<file path="src/design/ooktpg_pkg.sv">
// ----------------------------------------------------------------------------
// ooktpg_pkg
// Types, register indexes, reset values and small helpers for the on-off
// keyed ternary pulse group encoder.
// ----------------------------------------------------------------------------
package ooktpg_pkg;

    // Item kinds carried on the input tuser bit.
    typedef enum logic {
        REQ_START = 1'b0,
        REQ_ALARM = 1'b1
    } req_type_t;

    // Configuration register indexes.
    typedef enum logic [2:0] {
        CFG_REPEAT_COUNT  = 3'd0,
        CFG_DIGIT_COUNT   = 3'd1,
        CFG_PULSE_HIGH_US = 3'd2,
        CFG_PULSE_GAP_US  = 3'd3,
        CFG_GROUP_END_US  = 3'd4,
        CFG_HEADER_LOW_US = 3'd5,
        CFG_REPEAT_GAP_US = 3'd6
    } cfg_index_t;

    // Frame sequencer phases, one-hot.
    typedef enum logic [6:0] {
        PH_IDLE       = 7'b000_0001,
        PH_HEADER     = 7'b000_0010,
        PH_HEADER_END = 7'b000_0100,
        PH_REPEAT     = 7'b000_1000,
        PH_NEXT_GROUP = 7'b001_0000,
        PH_GROUP_HIGH = 7'b010_0000,
        PH_GROUP_LOW  = 7'b100_0000
    } phase_t;

    localparam int unsigned CMD_MAX_W  = 64;
    localparam int unsigned HOLD_W     = 16;
    localparam int unsigned CFG_DATA_W = 16;
    localparam int unsigned OUT_DATA_W = 24;

    localparam logic [HOLD_W-1:0] START_DELAY_US = 16'd15;

    localparam logic [7:0]        RST_REPEAT_COUNT  = 8'd5;
    localparam logic [5:0]        RST_DIGIT_COUNT   = 6'd33;
    localparam logic [HOLD_W-1:0] RST_PULSE_HIGH_US = 16'd300;
    localparam logic [HOLD_W-1:0] RST_PULSE_GAP_US  = 16'd220;
    localparam logic [HOLD_W-1:0] RST_GROUP_END_US  = 16'd1300;
    localparam logic [HOLD_W-1:0] RST_HEADER_LOW_US = 16'd2560;
    localparam logic [HOLD_W-1:0] RST_REPEAT_GAP_US = 16'd10000;

    // (4^32 - 1) / 3 and twice that. The negated first one is the inverse of
    // three modulo any power of two up to 2^64.
    localparam logic [CMD_MAX_W-1:0] THIRD_ONE = 64'h5555_5555_5555_5555;
    localparam logic [CMD_MAX_W-1:0] THIRD_TWO = 64'hAAAA_AAAA_AAAA_AAAA;

    // Remainder modulo three of a small folded value.
    function automatic logic [1:0] mod3_small(input logic [3:0] val);
        logic [1:0] res;
        case (val)
            4'd0, 4'd3, 4'd6, 4'd9, 4'd12, 4'd15: res = 2'd0;
            4'd1, 4'd4, 4'd7, 4'd10, 4'd13:       res = 2'd1;
            default:                              res = 2'd2;
        endcase
        return res;
    endfunction

endpackage

</file>
<file path="src/design/ook_ternary_pulse_group_encoder.sv">
// ----------------------------------------------------------------------------
// ook_ternary_pulse_group_encoder
// Sequences the line levels and hold times of a repeated pulse group frame
// that carries a command word as base-3 digits, one result per item.
// ----------------------------------------------------------------------------
//  Channel  | Ports                          | Contents
//  ---------+--------------------------------+----------------------------------
//  input    | s_tvalid s_tready s_tdata      | tdata: command_word; tuser: req_type
//           | s_tuser                        |
//  result   | m_tvalid m_tready m_tdata      | tdata: line_level, hold_us, done_res
//  config   | cfg_wr_en cfg_index cfg_wdata  | one register written per enabled edge
//
// Every item is answered with one result, registered at the edge that
// accepts the item, and a new item is taken in every cycle in which the
// result register is empty or being emptied. The quotient and remainder of
// the digit value by three are prepared in two halves, with a register
// between them, before that value is next used. Reset is synchronous and
// returns the sequencer to idle with the registers at their default values.
// ----------------------------------------------------------------------------
module ook_ternary_pulse_group_encoder #(
    parameter int unsigned COMMAND_WIDTH = 64
) (
    input  logic                                 aclk,
    input  logic                                 aresetn,
    // Input channel
    input  logic                                 s_tvalid,
    output logic                                 s_tready,
    input  logic [ooktpg_pkg::CMD_MAX_W-1:0]     s_tdata,   // [63:0] command_word
    input  logic [0:0]                           s_tuser,   // [0] req_type
    // Result channel
    output logic                                 m_tvalid,
    input  logic                                 m_tready,
    output logic [ooktpg_pkg::OUT_DATA_W-1:0]    m_tdata,   // [0] line_level,
                                                            // [16:1] hold_us,
                                                            // [17] done_res
    // Configuration
    input  logic                                 cfg_wr_en,
    input  logic [2:0]                           cfg_index,
    input  logic [ooktpg_pkg::CFG_DATA_W-1:0]    cfg_wdata
);

    localparam int unsigned W      = COMMAND_WIDTH;
    localparam int unsigned HOLD_W = ooktpg_pkg::HOLD_W;

    // Configuration registers
    logic [7:0]        repeat_count_reg;
    logic [5:0]        digit_count_reg;
    logic [HOLD_W-1:0] pulse_high_us_reg;
    logic [HOLD_W-1:0] pulse_gap_us_reg;
    logic [HOLD_W-1:0] group_end_us_reg;
    logic [HOLD_W-1:0] header_low_us_reg;
    logic [HOLD_W-1:0] repeat_gap_us_reg;

    always_ff @(posedge aclk) begin
        if (!aresetn) begin
            repeat_count_reg  <= ooktpg_pkg::RST_REPEAT_COUNT;
            digit_count_reg   <= ooktpg_pkg::RST_DIGIT_COUNT;
            pulse_high_us_reg <= ooktpg_pkg::RST_PULSE_HIGH_US;
            pulse_gap_us_reg  <= ooktpg_pkg::RST_PULSE_GAP_US;
            group_end_us_reg  <= ooktpg_pkg::RST_GROUP_END_US;
            header_low_us_reg <= ooktpg_pkg::RST_HEADER_LOW_US;
            repeat_gap_us_reg <= ooktpg_pkg::RST_REPEAT_GAP_US;
        end else if (cfg_wr_en) begin
            case (ooktpg_pkg::cfg_index_t'(cfg_index))
                ooktpg_pkg::CFG_REPEAT_COUNT:  repeat_count_reg  <= cfg_wdata[7:0];
                ooktpg_pkg::CFG_DIGIT_COUNT:   digit_count_reg   <= cfg_wdata[5:0];
                ooktpg_pkg::CFG_PULSE_HIGH_US: pulse_high_us_reg <= cfg_wdata;
                ooktpg_pkg::CFG_PULSE_GAP_US:  pulse_gap_us_reg  <= cfg_wdata;
                ooktpg_pkg::CFG_GROUP_END_US:  group_end_us_reg  <= cfg_wdata;
                ooktpg_pkg::CFG_HEADER_LOW_US: header_low_us_reg <= cfg_wdata;
                ooktpg_pkg::CFG_REPEAT_GAP_US: repeat_gap_us_reg <= cfg_wdata;
                default: ;
            endcase
        end
    end

    // Sequencer state
    ooktpg_pkg::phase_t phase_reg, phase_next;
    logic [W-1:0]       saved_command_reg, saved_command_next;
    logic [W-1:0]       value_reg, value_next;
    logic [5:0]         digits_left_reg, digits_left_next;
    logic [7:0]         repeats_left_reg, repeats_left_next;
    logic [1:0]         pulses_left_reg, pulses_left_next;
    logic               level_now_reg, level_now_next;

    // Output register
    logic               m_tvalid_reg;
    logic               line_level_reg;
    logic [HOLD_W-1:0]  hold_us_reg;
    logic               done_res_reg;

    logic               in_fire;
    logic [HOLD_W-1:0]  hold_next;
    logic               done_next;

    assign s_tready = !m_tvalid_reg || m_tready;
    assign in_fire  = s_tvalid && s_tready;

    // ------------------------------------------------------------------
    // Division of the digit value by three, first half: remainder by
    // folding (2^2k is one modulo three) and the first three factors of
    // the multiplicative inverse.
    // ------------------------------------------------------------------
    logic [ooktpg_pkg::CMD_MAX_W-1:0] fold_in;
    logic [32:0]  fold_a;
    logic [17:0]  fold_b;
    logic [10:0]  fold_c;
    logic [7:0]   fold_d;
    logic [4:0]   fold_e;
    logic [3:0]   fold_f;
    logic [W-1:0] part_p1, part_p2, part_p3;
    logic [1:0]   div_rem_reg;
    logic [W-1:0] div_part_reg;

    always_comb begin
        fold_in = ooktpg_pkg::CMD_MAX_W'(value_reg);
        fold_a  = {1'b0, fold_in[63:32]} + {1'b0, fold_in[31:0]};
        fold_b  = 18'(fold_a[32:16]) + 18'(fold_a[15:0]);
        fold_c  = 11'(fold_b[17:8]) + 11'(fold_b[7:0]);
        fold_d  = 8'(fold_c[10:4]) + 8'(fold_c[3:0]);
        fold_e  = 5'(fold_d[7:4]) + 5'(fold_d[3:0]);
        fold_f  = 4'(fold_e[4:2]) + 4'(fold_e[1:0]);

        part_p1 = value_reg + (value_reg << 2);
        part_p2 = part_p1 + (part_p1 << 4);
        part_p3 = part_p2 + (part_p2 << 8);
    end

    always_ff @(posedge aclk) begin
        div_rem_reg  <= ooktpg_pkg::mod3_small(fold_f);
        div_part_reg <= part_p3;
    end

    // Second half: finish the inverse product and correct by the remainder.
    logic [W-1:0] part_p4, part_p5, rem_term, div_quot;

    always_comb begin
        part_p4 = div_part_reg + (div_part_reg << 16);
        part_p5 = part_p4 + (part_p4 << 32);
        case (div_rem_reg)
            2'd0:    rem_term = '0;
            2'd1:    rem_term = ooktpg_pkg::THIRD_ONE[W-1:0];
            default: rem_term = ooktpg_pkg::THIRD_TWO[W-1:0];
        endcase
        div_quot = rem_term - part_p5;
    end

    // ------------------------------------------------------------------
    // Frame sequencer
    // ------------------------------------------------------------------
    always_comb begin
        phase_next         = phase_reg;
        saved_command_next = saved_command_reg;
        value_next         = value_reg;
        digits_left_next   = digits_left_reg;
        repeats_left_next  = repeats_left_reg;
        pulses_left_next   = pulses_left_reg;
        level_now_next     = level_now_reg;
        hold_next          = '0;
        done_next          = 1'b0;

        if (ooktpg_pkg::req_type_t'(s_tuser[0]) == ooktpg_pkg::REQ_START) begin
            saved_command_next = s_tdata[W-1:0];
            value_next         = s_tdata[W-1:0];
            digits_left_next   = digit_count_reg;
            repeats_left_next  = repeat_count_reg;
            pulses_left_next   = 2'd0;
            phase_next         = ooktpg_pkg::PH_HEADER;
            hold_next          = ooktpg_pkg::START_DELAY_US;
        end else begin
            case (phase_reg)
                ooktpg_pkg::PH_HEADER: begin
                    level_now_next = 1'b1;
                    phase_next     = ooktpg_pkg::PH_HEADER_END;
                    hold_next      = pulse_high_us_reg;
                end
                ooktpg_pkg::PH_HEADER_END: begin
                    level_now_next = 1'b0;
                    phase_next     = ooktpg_pkg::PH_NEXT_GROUP;
                    hold_next      = header_low_us_reg;
                end
                ooktpg_pkg::PH_REPEAT: begin
                    level_now_next = 1'b0;
                    phase_next     = ooktpg_pkg::PH_HEADER;
                    hold_next      = repeat_gap_us_reg;
                end
                ooktpg_pkg::PH_NEXT_GROUP: begin
                    level_now_next = 1'b1;
                    if (digits_left_reg != 6'd0) begin
                        pulses_left_next = div_rem_reg + 2'd1;
                        value_next       = div_quot;
                        digits_left_next = digits_left_reg - 6'd1;
                        phase_next       = ooktpg_pkg::PH_GROUP_HIGH;
                        hold_next        = pulse_high_us_reg;
                    end else if (repeats_left_reg > 8'd1) begin
                        repeats_left_next = repeats_left_reg - 8'd1;
                        value_next        = saved_command_reg;
                        digits_left_next  = digit_count_reg;
                        phase_next        = ooktpg_pkg::PH_REPEAT;
                        hold_next         = pulse_high_us_reg;
                    end else begin
                        phase_next = ooktpg_pkg::PH_IDLE;
                        done_next  = 1'b1;
                    end
                end
                ooktpg_pkg::PH_GROUP_HIGH: begin
                    level_now_next = 1'b0;
                    if (pulses_left_reg > 2'd1) begin
                        pulses_left_next = pulses_left_reg - 2'd1;
                        phase_next       = ooktpg_pkg::PH_GROUP_LOW;
                        hold_next        = pulse_gap_us_reg;
                    end else begin
                        phase_next = ooktpg_pkg::PH_NEXT_GROUP;
                        hold_next  = group_end_us_reg;
                    end
                end
                ooktpg_pkg::PH_GROUP_LOW: begin
                    level_now_next = 1'b1;
                    phase_next     = ooktpg_pkg::PH_GROUP_HIGH;
                    hold_next      = pulse_high_us_reg;
                end
                default: begin
                    // Alarm with no transmission running.
                    phase_next = ooktpg_pkg::PH_IDLE;
                    done_next  = 1'b1;
                end
            endcase
        end
    end

    always_ff @(posedge aclk) begin
        if (!aresetn) begin
            phase_reg         <= ooktpg_pkg::PH_IDLE;
            saved_command_reg <= '0;
            value_reg         <= '0;
            digits_left_reg   <= '0;
            repeats_left_reg  <= '0;
            pulses_left_reg   <= '0;
            level_now_reg     <= 1'b0;
        end else if (in_fire) begin
            phase_reg         <= phase_next;
            saved_command_reg <= saved_command_next;
            value_reg         <= value_next;
            digits_left_reg   <= digits_left_next;
            repeats_left_reg  <= repeats_left_next;
            pulses_left_reg   <= pulses_left_next;
            level_now_reg     <= level_now_next;
        end
    end

    always_ff @(posedge aclk) begin
        if (!aresetn) begin
            m_tvalid_reg <= 1'b0;
        end else if (in_fire) begin
            m_tvalid_reg <= 1'b1;
        end else if (m_tready) begin
            m_tvalid_reg <= 1'b0;
        end
    end

    always_ff @(posedge aclk) begin
        if (in_fire) begin
            line_level_reg <= level_now_next;
            hold_us_reg    <= hold_next;
            done_res_reg   <= done_next;
        end
    end

    assign m_tvalid = m_tvalid_reg;
    assign m_tdata  = {6'd0, done_res_reg, hold_us_reg, line_level_reg};

`ifndef SYNTHESIS
    // A finishing result always leaves the sequencer idle.
    assert property (@(posedge aclk) disable iff (!aresetn)
        (in_fire && done_next) |=> (phase_reg == ooktpg_pkg::PH_IDLE))
        else $error("done reported but sequencer not idle");

    // The prepared quotient and remainder must reconstruct the digit value
    // whenever a digit is taken.
    assert property (@(posedge aclk) disable iff (!aresetn)
        (in_fire && s_tuser[0] && phase_reg == ooktpg_pkg::PH_NEXT_GROUP
         && digits_left_reg != 6'd0)
        |-> (div_quot + (div_quot << 1) + W'(div_rem_reg) == value_reg))
        else $error("divide by three out of step with digit value");

    // Between two pulses of a group there is always a pulse still to send.
    assert property (@(posedge aclk) disable iff (!aresetn)
        (phase_reg == ooktpg_pkg::PH_GROUP_LOW) |-> (pulses_left_reg != 2'd0))
        else $error("gap phase with no pulse left");

    // The line is low whenever the sequencer waits inside a group gap.
    assert property (@(posedge aclk) disable iff (!aresetn)
        (phase_reg == ooktpg_pkg::PH_GROUP_LOW || phase_reg == ooktpg_pkg::PH_NEXT_GROUP)
        |-> !level_now_reg)
        else $error("line high during a low phase");
`endif

endmodule
</file>
<file path="config.mk">
export PLATFORM = sky130hd
export DESIGN_NAME = ook_ternary_pulse_group_encoder
export DESIGN_NICKNAME = d
export VERILOG_FILES = /design/src/design/ooktpg_pkg.sv /design/src/design/ook_ternary_pulse_group_encoder.sv
export SDC_FILE = /design/constraint.sdc
export NUM_CORES = 2
export LEC_CHECK = 0
export ABC_CLOCK_PERIOD_IN_PS = 11200
export BUFFER_PORTS_ARGS = -buffer_cell sky130_fd_sc_hd__buf_2
export CAP_MARGIN = 10
export CORE_UTILIZATION = 55
export CTS_CLUSTER_SIZE = 28
export DETAILED_ROUTE_END_ITERATION = 12
export GPL_TIMING_DRIVEN = 1
export PLACE_DENSITY = 0.82
export RECOVER_POWER = 50
export REMOVE_ABC_BUFFERS = 1
export SKIP_CTS_REPAIR_TIMING = 1
export SYNTH_ARGS = -nofsm -noshare
export SYNTH_HDL_FRONTEND = slang
export SYNTH_SLANG_ARGS = --single-unit
</file>
<file path="constraint.sdc">
create_clock -name aclk -period 11.2 [get_ports aclk]
set_input_delay 2.24 -clock aclk [delete_from_list [all_inputs] [get_ports aclk]]
set_output_delay 2.24 -clock aclk [all_outputs]
set_load 0.02 [all_outputs]
</file>
==> reports/metrics.json <==
{
  "num_rows": 87,
  "synth_seq_cells": 331,
  "residual_overflow_from_global_routing": 0,
  "cts.sinks": 331,
  "layout-drive-gt1-share_pct": 4.93,
  "critical_path_maximum_fanout": 6,
  "timing.setup.tns_ns": 0,
  "timing.max_cap.violations": 7,
  "post_synth_instance_area_um2": 31800,
  "clock_tree.buffer_depth": 3,
  "grt_pass1_vias": 28800,
  "portBuffers": 108,
  "yosys-top-cells-area": "sky130_fd_sc_hd__dfxtp_1 (20%), sky130_fd_sc_hd__ha_1 (15%), sky130_fd_sc_hd__a21oi_1 (8.4%)",
  "post_synth_inst_count": 4189,
  "rsz0062_at_grt": "false",
  "number_of_antenna_violations_at_the_first_check_in_global_routing": 4,
  "timing.clock.skew_ns": 0.0223,
  "die_w_um": 242,
  "synth_common_cells": "sky130_fd_sc_hd__nand2_1 (625), sky130_fd_sc_hd__a21oi_1 (535), sky130_fd_sc_hd__ha_1 (388), sky130_fd_sc_hd__dfxtp_1 (313), sky130_fd_sc_hd__nor2_1 (234)",
  "slew_viol_final": 467,
  "clock-root-buffer": "sky130_fd_sc_hd__clkbuf_16",
  "synth_top_area_share_pct": 19.7,
  "io-pin-count": 115,
  "outcome": "complete, but fails checks",
  "ant_nets": 0,
  "post-route-worst-setup-slack_ns": 1.63,
  "vias_per_cell": 6.37,
  "grt_pass1_wl_mm": 161,
  "hold_path.class": "reg2reg",
  "post-route-period-util_pct": 85.5,
  "die_area_um2": 58800,
  "setup_violations": 0,
  "postSynth.topFlopCell": "sky130_fd_sc_hd__dfxtp_1",
  "critical_path_at_ns": 10.02,
  "total_half_perimeter_wirelength_after_legalization_and_detailed_placement_mm": 80.5,
  "place.gp.congestion": 1.02,
  "finish.utilization_pct": 60.2,
  "numCtsBuffers": 38,
  "starting_density_pct": 56.0,
  "worst_slew_pin_slew_ns": 4.01,
  "yosysMostFrequentCell": "sky130_fd_sc_hd__nand2_1",
  "worstPathRequired_ns": 11.65,
  "cp_slowest_cell": "sky130_fd_sc_hd__or4b_2",
  "synth_edf_count": 18,
  "detail_route.wl_per_cell_um": 20.8,
  "synthesis.yosys.warnings": 0,
  "total_wirelength_of_the_detailed_routed_design_mm": 103,
  "number_of_nets_at_the_end_of_the_flow": 4708,
  "worst_setup_path_start_kind": "register",
  "yosys.area.top_type": "sky130_fd_sc_hd__dfxtp_1",
  "worstSetupEndpointType": "register",
  "failing_checks": "max-capacitance violations, max-slew violations",
  "hold_viol": 0,
  "synth_sequential_area_ratio_pct": 21.4,
  "syn2layout_area_growth_pct": 7.40,
  "drt_iter0_markers": 3429,
  "detailed_place.area_um2": 32800,
  "synth_cell_types": 89,
  "pre_cts_slack_ns": 1.73,
  "final_cell_area_um2": 34100,
  "crit_top_cell": "sky130_fd_sc_hd__a21oi_1",
  "max_stage_delay_ns": 0.61,
  "tritoncts": "built",
  "criticalPathCategory": "reg2reg",
  "first_pass_iters": 9,
  "die_h_um": 242,
  "async_reset_ff_share_pct": 0,
  "core_area_um2": 56700,
  "synth_area_per_cell_um2": 7.59,
  "final.min_clock_period_ns": 9.57,
  "max_slew_margin_pct": -169,
  "number_of_vias_in_the_routed_layout": 31700,
  "grt_max_degree": 111,
  "clock_latency_ns": 0.59,
  "fillCellCount": 5109,
  "ctsHtreeMaxLevel": 2,
  "grt_use_total_pct": 34.3,
  "drcViolationCount": 0,
  "fmaxAchievable_ghz": 0.104,
  "path_clk_slew_ns": 0.07
}
## worst max-delay path, delay by kind of cell (launching register included)
kind / cells / cell delay (ns)
xor+xnor: 3 / 0.51
simple gates: 3 / 0.92
fa+ha+maj: 9 / 3.06
buf+inv: 1 / 0.05
compound gates: 24 / 4.43
flops: 1 / 0.38
mux: 1 / 0.10
## cells in the final DEF (no fill, tap or decap), types with 33 or more instances in the layout
| cell type | Yosys | final |
|---|---|---|
| sky130_fd_sc_hd__o211ai_1 | 100 | 100 |
| sky130_fd_sc_hd__o21bai_1 | 61 | 61 |
| sky130_fd_sc_hd__xor2_1 | 93 | 93 |
| sky130_fd_sc_hd__xnor2_1 | 223 | 223 |
| sky130_fd_sc_hd__a21oi_1 | 535 | 534 |
| sky130_fd_sc_hd__a21o_1 | 228 | 228 |
| sky130_fd_sc_hd__inv_1 | 220 | 220 |
| sky130_fd_sc_hd__ha_1 | 388 | 388 |
| sky130_fd_sc_hd__and3_1 | 41 | 41 |
| sky130_fd_sc_hd__buf_2 | 2 | 85 |
| sky130_fd_sc_hd__nand3_1 | 107 | 107 |
| sky130_fd_sc_hd__o21ai_0 | 180 | 180 |
| sky130_fd_sc_hd__fa_1 | 42 | 42 |
| sky130_fd_sc_hd__dfxtp_1 | 313 | 313 |
| sky130_fd_sc_hd__nor2_1 | 234 | 233 |
| sky130_fd_sc_hd__a211oi_1 | 44 | 44 |
| sky130_fd_sc_hd__nand2b_1 | 47 | 47 |
| sky130_fd_sc_hd__a31oi_1 | 47 | 47 |
| sky130_fd_sc_hd__o21a_1 | 33 | 33 |
| sky130_fd_sc_hd__clkbuf_16 | 0 | 39 |
| sky130_fd_sc_hd__nor3_1 | 43 | 42 |
| sky130_fd_sc_hd__nand2_1 | 625 | 623 |
| sky130_fd_sc_hd__nand4_1 | 45 | 45 |
| sky130_fd_sc_hd__nor2b_1 | 51 | 51 |
## kinds of logic after synthesis
kind of cell    synth area share [%]
fa+ha+maj                       17.9
flops                           21.4
other cells                   0.0118
compound gates                  28.5
simple gates                    17.8
mux                            0.693
xor+xnor                        8.85
buf+inv                         4.77
## per-layer routing
metal | GRT usage (%) | share of wire (%) | up-vias
met1 | 47.6 | 43 | 14800
li1 | - | - | 15000
met2 | 52.1 | 42 | 1585
met4 | 16.2 | 5.2 | 0
met5 | 0 | 0 | -
met3 | 4.83 | 9.5 | 291
## path summary, 6_finish.rpt
path | from | end | slack, ns | depth (start not counted)
min reg2reg | saved_command_reg[58]$_SDFFE_PN0P_ | saved_command_reg[58]$_SDFFE_PN0P_ | 0.45 | 2
max | fold_in[0]$_SDFFE_PN0P_ | div_rem_reg[1]$_DFF_P_ | 1.63 | 41
min | saved_command_reg[58]$_SDFFE_PN0P_ | saved_command_reg[58]$_SDFFE_PN0P_ | 0.45 | 2
max reg2reg | fold_in[0]$_SDFFE_PN0P_ | div_rem_reg[1]$_DFF_P_ | 1.63 | 41
## stage by stage
step	std cells	hold WS, ns
after global placement	4905	0.437
after floorplan	4021	0.403
after global routing	4978	0.469
final	4978	0.453
after CTS	4975	0.453
after detailed placement	4905	0.444
## area by class of cell
class                      instances  area, um2  area share, %
inverter                         221        831           2.43
clock buffer                      44       1020           3.00
multi-input combinational       3469      23500           68.9
tap                              756        946           2.77
antenna                            3       7.51         0.0220
timing repair buffer             128        639           1.87
clock inverter                    26        367           1.07
sequential                       331       6810           19.9
Power is not shown: default switching activity piles up to over one toggle a cycle in this logic, so the estimate is an artifact.
